## config.mk

```make
export PLATFORM = sky130hd
export DESIGN_NAME = rsms_front
export DESIGN_NICKNAME = d
export VERILOG_FILES = /design/src/sv/rsms_pkg.sv /design/src/sv/rsms_front.sv
export SDC_FILE = /design/constraint.sdc
export NUM_CORES = 1
export LEC_CHECK = 0
export ABC_AREA = 1
export BUFFER_PORTS_ARGS = -buffer_cell sky130_fd_sc_hd__buf_2
export CAP_MARGIN = 20
export CORE_UTILIZATION = 55
export CTS_CLUSTER_SIZE = 25
export DETAILED_ROUTE_END_ITERATION = 10
export PLACE_DENSITY = 0.82
export SKIP_CTS_REPAIR_TIMING = 1
export SLEW_MARGIN = 20
export SYNTH_ARGS = -nofsm -noshare
export SYNTH_HDL_FRONTEND = slang
export SYNTH_SLANG_ARGS = --single-unit
```

## constraint.sdc

```tcl
create_clock -name clk -period 4.8 [get_ports clk]
set_clock_uncertainty 0.05 [all_clocks]
set_input_delay 1.2 -clock clk [delete_from_list [all_inputs] [get_ports clk]]
set_output_delay 1.2 -clock clk [all_outputs]
set_load 0.01 [all_outputs]
```

## src/sv/rsms_pkg.sv

```systemverilog
package rsms_pkg;

	// limits of the machine
	localparam logic [7:0]  STATE_LIMIT = 8'd15;
	localparam logic [7:0]  BOX_LIMIT   = 8'd15;
	localparam logic [7:0]  LABEL_LIMIT = 8'd15;
	localparam logic [15:0] INDEX_MAX   = 16'd255;
	localparam int          STACK_DEPTH = 16;

	// widths
	localparam int DEPTH_W      = 5;
	localparam int SLOT_W       = $clog2(STACK_DEPTH);
	localparam int KEY_W        = 12;
	localparam int RULE_ENTRIES = 1 << KEY_W;
	localparam int QUEUE_DEPTH  = 2;
	localparam int QPTR_W       = $clog2(QUEUE_DEPTH);
	localparam int QCNT_W       = $clog2(QUEUE_DEPTH + 1);

	typedef enum logic [1:0] {
		OP_LOAD    = 2'd0,
		OP_RESTART = 2'd1,
		OP_PUSH    = 2'd2,
		OP_STEP    = 2'd3
	} op_t;

	typedef enum logic [1:0] {
		BK_CLEAR = 2'd0,
		BK_RUN   = 2'd1,
		BK_LOOK  = 2'd2
	} back_state_t;

	// classified command passed from front to back
	typedef struct packed {
		op_t        op;
		logic       ok;
		logic [3:0] label;
		logic [7:0] lidx;
		logic [3:0] state;
		logic [3:0] box;
		logic [7:0] idx;
		logic [3:0] dst;
		logic [3:0] dbox;
		logic       present;
	} cmd_t;

	typedef struct packed {
		logic       valid;
		logic [3:0] dst;
		logic [3:0] box;
	} rule_t;

	typedef struct packed {
		logic [3:0] box;
		logic [7:0] idx;
	} frame_t;

	function automatic logic [KEY_W-1:0] rule_key(input logic [3:0] s, input logic [3:0] b,
		input logic [3:0] l);
		rule_key = {s, b, l};
	endfunction

	function automatic logic [7:0] sat_index(input logic [7:0] v);
		sat_index = (16'(v) > INDEX_MAX) ? INDEX_MAX[7:0] : v;
	endfunction

endpackage

```

## src/sv/rsms_front.sv

```systemverilog
module rsms_front (
	input  logic               clk,
	input  logic               arst_n,
	input  logic               item_valid,
	output logic               item_stall,
	input  logic [1:0]         operation,
	input  logic [3:0]         label_id,
	input  logic [7:0]         label_index,
	input  logic [3:0]         source_state,
	input  logic [3:0]         frame_box,
	input  logic [7:0]         frame_index,
	input  logic [3:0]         target_state,
	input  logic [3:0]         target_box,
	input  logic               rule_present,
	output logic               q_valid,
	output rsms_pkg::cmd_t     q_item,
	input  logic               q_pop
);

	rsms_pkg::cmd_t cmd;
	rsms_pkg::cmd_t fifo_q [rsms_pkg::QUEUE_DEPTH];
	logic [rsms_pkg::QPTR_W-1:0] wr_ptr_q, rd_ptr_q;
	logic [rsms_pkg::QCNT_W-1:0] cnt_q;
	logic push;

	// classify the incoming beat
	always_comb begin
		cmd         = '0;
		cmd.op      = rsms_pkg::op_t'(operation);
		cmd.label   = label_id;
		cmd.lidx    = rsms_pkg::sat_index(label_index);
		cmd.state   = source_state;
		cmd.box     = frame_box;
		cmd.idx     = rsms_pkg::sat_index(frame_index);
		cmd.dst     = target_state;
		cmd.dbox    = target_box;
		cmd.present = rule_present;
		unique case (cmd.op)
			rsms_pkg::OP_LOAD: begin
				cmd.ok = (label_id != 4'd0) && (8'(label_id) <= rsms_pkg::LABEL_LIMIT)
					&& (8'(source_state) <= rsms_pkg::STATE_LIMIT)
					&& (8'(frame_box) <= rsms_pkg::BOX_LIMIT)
					&& (8'(target_state) <= rsms_pkg::STATE_LIMIT)
					&& (8'(target_box) <= rsms_pkg::BOX_LIMIT);
			end
			rsms_pkg::OP_RESTART: begin
				cmd.ok = 8'(source_state) <= rsms_pkg::STATE_LIMIT;
			end
			rsms_pkg::OP_PUSH: begin
				cmd.ok = (frame_box != 4'd0) && (8'(frame_box) <= rsms_pkg::BOX_LIMIT);
			end
			rsms_pkg::OP_STEP: begin
				cmd.ok = label_id != 4'd0;
			end
			default: cmd.ok = 1'b0;
		endcase
	end

	// small queue between front and back
	assign item_stall = cnt_q == rsms_pkg::QCNT_W'(rsms_pkg::QUEUE_DEPTH);
	assign push       = item_valid && !item_stall;
	assign q_valid    = cnt_q != '0;
	assign q_item     = fifo_q[rd_ptr_q];

	always_ff @(posedge clk or negedge arst_n) begin
		if (!arst_n) begin
			wr_ptr_q <= '0;
			rd_ptr_q <= '0;
			cnt_q    <= '0;
		end else begin
			if (push) begin
				wr_ptr_q <= wr_ptr_q + 1'b1;
			end
			if (q_pop) begin
				rd_ptr_q <= rd_ptr_q + 1'b1;
			end
			if (push && !q_pop) begin
				cnt_q <= cnt_q + 1'b1;
			end else if (!push && q_pop) begin
				cnt_q <= cnt_q - 1'b1;
			end
		end
	end

	always_ff @(posedge clk) begin
		if (push) begin
			fifo_q[wr_ptr_q] <= cmd;
		end
	end

endmodule

```

==> flow_metrics.py, run 1 <==
metrics = {
    "worst_setup_path": {
        "critPathRequiredTime_ns": 3.55,
        "cp-end-kind": "output pin",
        "worst_r2r_endpoint": "fifo_q[0][8]$_DFFE_PP_",
        "rr_worst_depth": 5,
        "crit_path_start_kind": "flop",
        "worstSetupPathType": "flop to output pin",
        "worstPathMaxFanout": 27,
        "r2r_slack_ns": 2.73,
        "startpoint": "rd_ptr_q$_DFFE_PN0P_",
        "endpoint": "q_item[11]",
        "r2r_start": "cnt_q[0]$_DFFE_PN0P_",
        "cp_data_arrival_time_ns": 2.12,
    },
    "global_routing": {
        "grt_max_degree": 28,
        "antenna_found_initial": 0,
        "grt_pass1_vias": 1600,
        "grt-ovfl-total": 0,
        "grt_pass1_wl_um": 7550,
        "track_usage_pct": 16.7,
    },
    "drt": {
        "first_pass_iters": 4,
        "wl_per_cell_um": 15.3,
        "drc_errors": 0,
        "drt_iter0_drc": 91,
        "ant_nets": 0,
        "num_vias": 1693,
        "postRouteWirelength_um": 5200,
        "via_per_inst": 4.98,
    },
    "power": {
        "power.switching_mw": 0.676,
        "p_leak_nw": 1.68,
        "internal_power_mw": 1.63,
        "p_per_area_nw_per_um2": 571,
        "p_comb_share_pct": 32.8,
        "pwr-share-seq_pct": 48.0,
        "total_power_mw": 2.30,
        "pwr-share-clk_pct": 19.2,
        "p_sw_share_pct": 29.3,
        "ir_drop_uv": 302,
    },
    "status": {
        "status": "finished, final reports clean",
    },
    "yosys": {
        "synth_area_per_cell_um2": 20.2,
        "ys_seq_elements": 84,
        "yosysSeqAreaShare_pct": 74.1,
        "syn_area_um2": 3380,
        "synth_warnings": 0,
        "syn_inst": 167,
        "synth_nets": 213,
        "ys_types": 16,
    },
    "clocking": {
        "cts_tree": "done",
        "htreeDepth": 3,
        "cts_root_buffer": "clkbuf_8",
        "clock-sinks": 84,
        "cts.path.max_buffers": 2,
        "cts_buffers": 9,
        "clock_latency_ns": 0.33,
        "path_clk_slew_ns": 0.08,
    },
    "timing": {
        "period_needed_ns": 3.37,
        "relSlewSlack_pct": 46.1,
        "hold_viol": 0,
        "hold_ws_ns": 0.443,
        "slew_violations": 0,
        "fmax_ghz": 0.297,
        "rsz0062_at_grt": "false",
        "fin_ws_ns": 1.43,
        "setup_viol": 0,
        "fin_crit_sh_pct": 70.2,
        "worst_pin_slew_ns": 0.808,
        "setup-tns-final_ns": 0,
    },
    "placement": {
        "gp_congestion": 0.735,
        "post-place-ws_ns": 1.74,
        "port_buffers": 84,
        "placed_area_um2": 3850,
        "dp.cells": 324,
        "hpwl_um": 3620,
    },
    "floorplanning": {
        "start_util_pct": 57.1,
        "rows": 28,
        "design.die.area_um2": 6460,
        "io_pins": 85,
        "coreArea_um2": 5920,
        "die_y_um": 80.4,
        "die_w_um": 80.4,
    },
    "cells_and_area": {
        "design_area_um2": 4030,
        "drive_gt1_share_pct": 54.3,
        "antenna_cells": 0,
        "nets": 306,
        "utilization_pct": 68.1,
        "area_delta_synth_final_pct": 19.4,
        "layout_commonest_cell": "buf_2",
        "instances_no_fill": 340,
        "most-common-layout-cells": "84 x buf_2, 80 x edfxtp_1, 39 x mux2_4",
    },
    "job": {
        "cap_viol_max_count": 0,
    },
    "min_path": {
        "min_path_type": "flop to flop",
    },
}
-- power groups by stage --
| stage | Combinational, mW | Sequential (mW) | Clock [mW] |
|---|---|---|---|
| 5_1_grt | 0.819 | 1.13 | 0.479 |
| 6_report | 0.757 | 1.11 | 0.442 |
| 3_3_place_gp | 0.737 | 1.12 | 0 |
| 4_1_cts | 0.771 | 1.11 | 0.457 |
| 2_1_floorplan | 0.636 | 1.06 | 0 |
| 3_5_place_dp | 0.768 | 1.13 | 0 |
-- worst max-delay path, cell delays in order (launching register included) --
cell and delay [ns]:
dfrtp_2 0.89, buf_4 0.42, mux2_4 0.33, buf_2 0.14
-- cell families (layout without fill, tap and decap cells) --
family | count (synthesis) | after routing | synth area share, %
buf+inv | 15 | 113 | 3.82
compound gates | 1 | 1 | 0.148
fa+ha+maj | 3 | 3 | 1.11
mux | 40 | 40 | 17.7
xor+xnor | 2 | 2 | 0.519
simple gates | 22 | 22 | 2.67
flops | 84 | 84 | 74.1
-- cell type report --
class                      count  area [um^2]
inverter                      10         37.5
multi-input combinational     68          754
clock inverter                 4         25.0
tap                           75         93.8
timing repair buffer          87          463
sequential                    84         2500
clock buffer                  12          155
fill                         414         1890
-- worst min path at each step --
stage | from | to | slack (ns) | cells past startpoint
after floorplan | cnt_q[1]$_DFFE_PN0P_ | cnt_q[1]$_DFFE_PN0P_ | 0.39 | 2
after global placement | cnt_q[1]$_DFFE_PN0P_ | cnt_q[1]$_DFFE_PN0P_ | 0.41 | 2
after detailed placement | cnt_q[1]$_DFFE_PN0P_ | cnt_q[1]$_DFFE_PN0P_ | 0.42 | 2
after CTS | cnt_q[1]$_DFFE_PN0P_ | cnt_q[1]$_DFFE_PN0P_ | 0.44 | 2
after global routing | wr_ptr_q$_DFFE_PN0N_ | wr_ptr_q$_DFFE_PN0N_ | 0.47 | 2
final | cnt_q[1]$_DFFE_PN0P_ | cnt_q[1]$_DFFE_PN0P_ | 0.44 | 2
-- per-layer routing --
layer | GRT usage [%] | wire [um]
met1 | 19.5 | 1990
met4 | 8.93 | 76
met3 | 3.18 | 219
met2 | 29.1 | 2920
met5 | 0 | 0
-- cells in the mapped netlist --
cell,instances,area share [%]
xor2_1,1,0.26
buf_6,1,0.33
nand2_1,12,1.3
o21ai_0,1,0.15
nand3b_1,1,0.22
inv_1,10,1.1
xnor2_1,1,0.26
nor2_1,7,0.78
ha_1,3,1.1
mux2_2,1,0.33
edfxtp_1,80,71
dfrtp_1,4,3.0
nand3_1,1,0.15
nand4_1,1,0.19
buf_12,4,2.4
mux2_4,39,17
-- registers in the layout, indices dropped and copies added, names as in the netlist --
register and flops:
cnt_q 2, fifo_q 80, rd_ptr_q 1, wr_ptr_q 1
Power figures use the tool's default switching activity.
==> inputs of run 2 (changes only) <==
--- a/config.mk
+++ b/config.mk
@@ -5,13 +5,13 @@
 export SDC_FILE = /design/constraint.sdc
 export NUM_CORES = 1
 export LEC_CHECK = 0
-export ABC_AREA = 1
+export ABC_AREA = 0
 export BUFFER_PORTS_ARGS = -buffer_cell sky130_fd_sc_hd__buf_2
 export CAP_MARGIN = 20
-export CORE_UTILIZATION = 55
+export CORE_UTILIZATION = 51
 export CTS_CLUSTER_SIZE = 25
 export DETAILED_ROUTE_END_ITERATION = 10
-export PLACE_DENSITY = 0.82
+export PLACE_DENSITY = 0.78
 export SKIP_CTS_REPAIR_TIMING = 1
 export SLEW_MARGIN = 20
 export SYNTH_ARGS = -nofsm -noshare
==> constraint.sdc (replaced) <==
create_clock -name clk -period 3.4 [get_ports clk]
set_clock_uncertainty 0.05 [all_clocks]
set_input_delay 0.85 -clock clk [delete_from_list [all_inputs] [get_ports clk]]
set_output_delay 0.85 -clock clk [all_outputs]
set_load 0.01 [all_outputs]
==> run 2 against run 1 <==
Compared with the run above:
- first-iteration DRC count down 45%
- synthesized cell count down 9.0%
- cell count shrank 3.8%
- worst setup slack got worse by 0.68 ns
- sequential power grew 38%
- sequential cell count did not move
- via count shrank 2.8%
- highest routed layer unchanged
- clock power up 71%
- largest cell class unchanged
- register-to-register slack got worse by 1.1 ns
==> flow_metrics.py, run 2 <==
metrics = {
    "floorplanning": {
        "design.die.area_um2": 6460,
        "die_w_um": 80.4,
        "start_util_pct": 52.9,
        "rows": 28,
        "io_pins": 85,
        "die_y_um": 80.4,
        "coreArea_um2": 5920,
    },
    "yosys": {
        "yosysTopAreaCell": "edfxtp_1",
        "synthArstFlopShare_pct": 4.76,
        "synth_commonest_cells": "80 x edfxtp_1, 37 x mux2_2, 5 x buf_2, 5 x inv_1, 4 x dfrtp_1",
        "synth-edff-count": 80,
        "ys_seq_elements": 84,
        "synth_nets": 198,
        "synth_adder_area_share_pct": 1.20,
        "synthTopCellsByArea": "edfxtp_1 77%, mux2_2 13%, dfrtp_1 3.2%",
        "synthXorXnorAreaFrac_pct": 1.40,
        "synth_warnings": 0,
        "synth_compound_area_share_pct": 0.439,
        "synth_top_family_by_area": "multiplexers",
        "yosys-mux-area-fraction_pct": 14.4,
        "yosysSeqAreaShare_pct": 79.9,
        "synthMostInstantiatedCell": "edfxtp_1",
        "synthSimpleGateAreaFrac_pct": 1.32,
        "yosysTopAreaCellShare_pct": 76.7,
        "ys.flop_type": "edfxtp_1",
        "syn_inst": 152,
        "syn_area_um2": 3130,
        "ys_types": 17,
        "synth_area_per_cell_um2": 20.6,
    },
    "cells_and_area": {
        "design_area_um2": 3900,
        "layout_commonest_cell": "buf_2",
        "regArea_um2": 2500,
        "fillers": 429,
        "top_register": "fifo_q",
        "reg.largest.list": "fifo_q: 80 flops, cnt_q: 2 flops",
        "area_delta_synth_final_pct": 24.5,
        "antenna_cells": 0,
        "largest_register_ffs": 80,
        "instances_no_fill": 327,
        "drive_gt1_share_pct": 57.1,
        "most-common-layout-cells": "84 x buf_2, 80 x edfxtp_1, 37 x mux2_2",
        "nets": 293,
        "multiInputGateArea_um2": 596,
    },
    "clocking": {
        "cts.path.max_buffers": 2,
        "path_clk_slew_ns": 0.09,
        "cts_root_buffer": "clkbuf_8",
        "clock-sinks": 84,
        "cts_buffers": 9,
        "cts_tree": "done",
        "clock_latency_ns": 0.34,
        "htreeDepth": 3,
    },
    "drt": {
        "num_vias": 1645,
        "postRouteWirelength_um": 5190,
        "drc_errors": 0,
        "wl_per_cell_um": 15.9,
        "ant_nets": 0,
        "via_per_inst": 5.03,
        "first_pass_iters": 6,
        "drt_iter0_drc": 50,
    },
    "timing": {
        "worst_pin_slew_ns": 0.482,
        "relSlewSlack_pct": 67.9,
        "setup_viol": 0,
        "rsz0062_at_grt": "false",
        "fmax_ghz": 0.377,
        "slew_violations": 0,
        "fin_crit_sh_pct": 78.0,
        "period_needed_ns": 2.65,
        "setup-tns-final_ns": 0,
        "hold_viol": 0,
    },
    "worst_setup_path": {
        "worstPathMaxFanout": 22,
        "r2r_slack_ns": 1.60,
        "r2r_start": "cnt_q[0]$_DFFE_PN0P_",
        "worst_r2r_endpoint": "fifo_q[0][33]$_DFFE_PP_",
        "crit_path_start_kind": "flop",
        "worstSetupPathType": "flop to output pin",
        "critPathRequiredTime_ns": 2.50,
        "cp_data_arrival_time_ns": 1.75,
        "cp-end-kind": "output pin",
        "rr_worst_depth": 4,
    },
    "global_routing": {
        "antenna_found_initial": 0,
        "grt_pass1_vias": 1658,
        "grt-ovfl-total": 0,
        "track_usage_pct": 17.1,
        "grt_max_degree": 23,
        "grt_pass1_wl_um": 7770,
    },
    "placement": {
        "gp_congestion": 0.701,
        "placed_area_um2": 3680,
        "port_buffers": 84,
        "hpwl_um": 3600,
        "dp.cells": 311,
    },
    "job": {
        "cap_viol_max_count": 0,
    },
    "power": {
        "p_per_area_nw_per_um2": 829,
        "ir_drop_uv": 420,
        "p_leak_nw": 1.51,
    },
    "status": {
        "status": "finished, final reports clean",
    },
    "min_path": {
        "min_path_type": "input pin to asynchronous set/reset pin",
    },
}
==> run 2: per-stage QoR <==
stage / util (%) / worst slack [ns] / hold WS (ns) / power [mW]
2_1_floorplan: - / 0.289 / 0.406 / 2.12
3_3_place_gp: 62.2 / 1.09 / 0.429 / 2.49
3_5_place_dp: 62.2 / 1.09 / 0.433 / 2.51
4_1_cts: 65.9 / 0.715 / 0.242 / 3.27
5_1_grt: 65.9 / 0.651 / 0.238 / 3.39
6_report: 65.9 / 0.748 / 0.249 / 3.23
==> run 2: final cells by class <==
class	instances	area share (%)
Clock buffer	12	3.72
Clock inverter	4	1.86
Timing Repair Buffer	89	12.1
Inverter	5	0.481
Tap cell	75	2.41
Multi-Input combinational cell	58	15.3
Sequential cell	84	64.2
==> run 2: per-layer routing <==
layer | routed length [um] | GRT usage [%]
met3 | 172 | 4.20
met1 | 2100 | 19.4
met2 | 2860 | 30.7
met5 | 0 | 0
met4 | 53 | 6.96
==> run 2: cell families after synthesis <==
| family | after synthesis |
|---|---|
| multiplexers | 40 |
| buffers and inverters | 10 |
| AND/OR/NAND/NOR | 8 |
| adder cells (fa/ha/maj) | 3 |
| flip-flops | 84 |
| AO/OA/AOI/OAI | 2 |
| XOR/XNOR | 5 |
==> run 2: worst max path at each step <==
stage | to | slack [ns] | startpoint
after floorplan | fifo_q[0][0]$_DFFE_PP_ | 0.29 | item_valid
after global placement | q_item[4] | 1.09 | rd_ptr_q$_DFFE_PN0P_
after detailed placement | q_item[23] | 1.09 | rd_ptr_q$_DFFE_PN0P_
after CTS | q_item[4] | 0.71 | rd_ptr_q$_DFFE_PN0P_
after global routing | q_item[4] | 0.65 | rd_ptr_q$_DFFE_PN0P_
final | q_item[4] | 0.75 | rd_ptr_q$_DFFE_PN0P_
==> run 2: power by group <==
part	total (mW)	switching [mW]	internal [mW]
Clock	0.758	0.325	0.433
Combinational	0.949	0.484	0.465
Sequential	1.53	0.111	1.42
==> run 2: critical path, cell delays in order, from the launching register on <==
cell     delay, ns
dfrtp_2       0.68
buf_12        0.24
mux2_2        0.36
buf_2         0.14
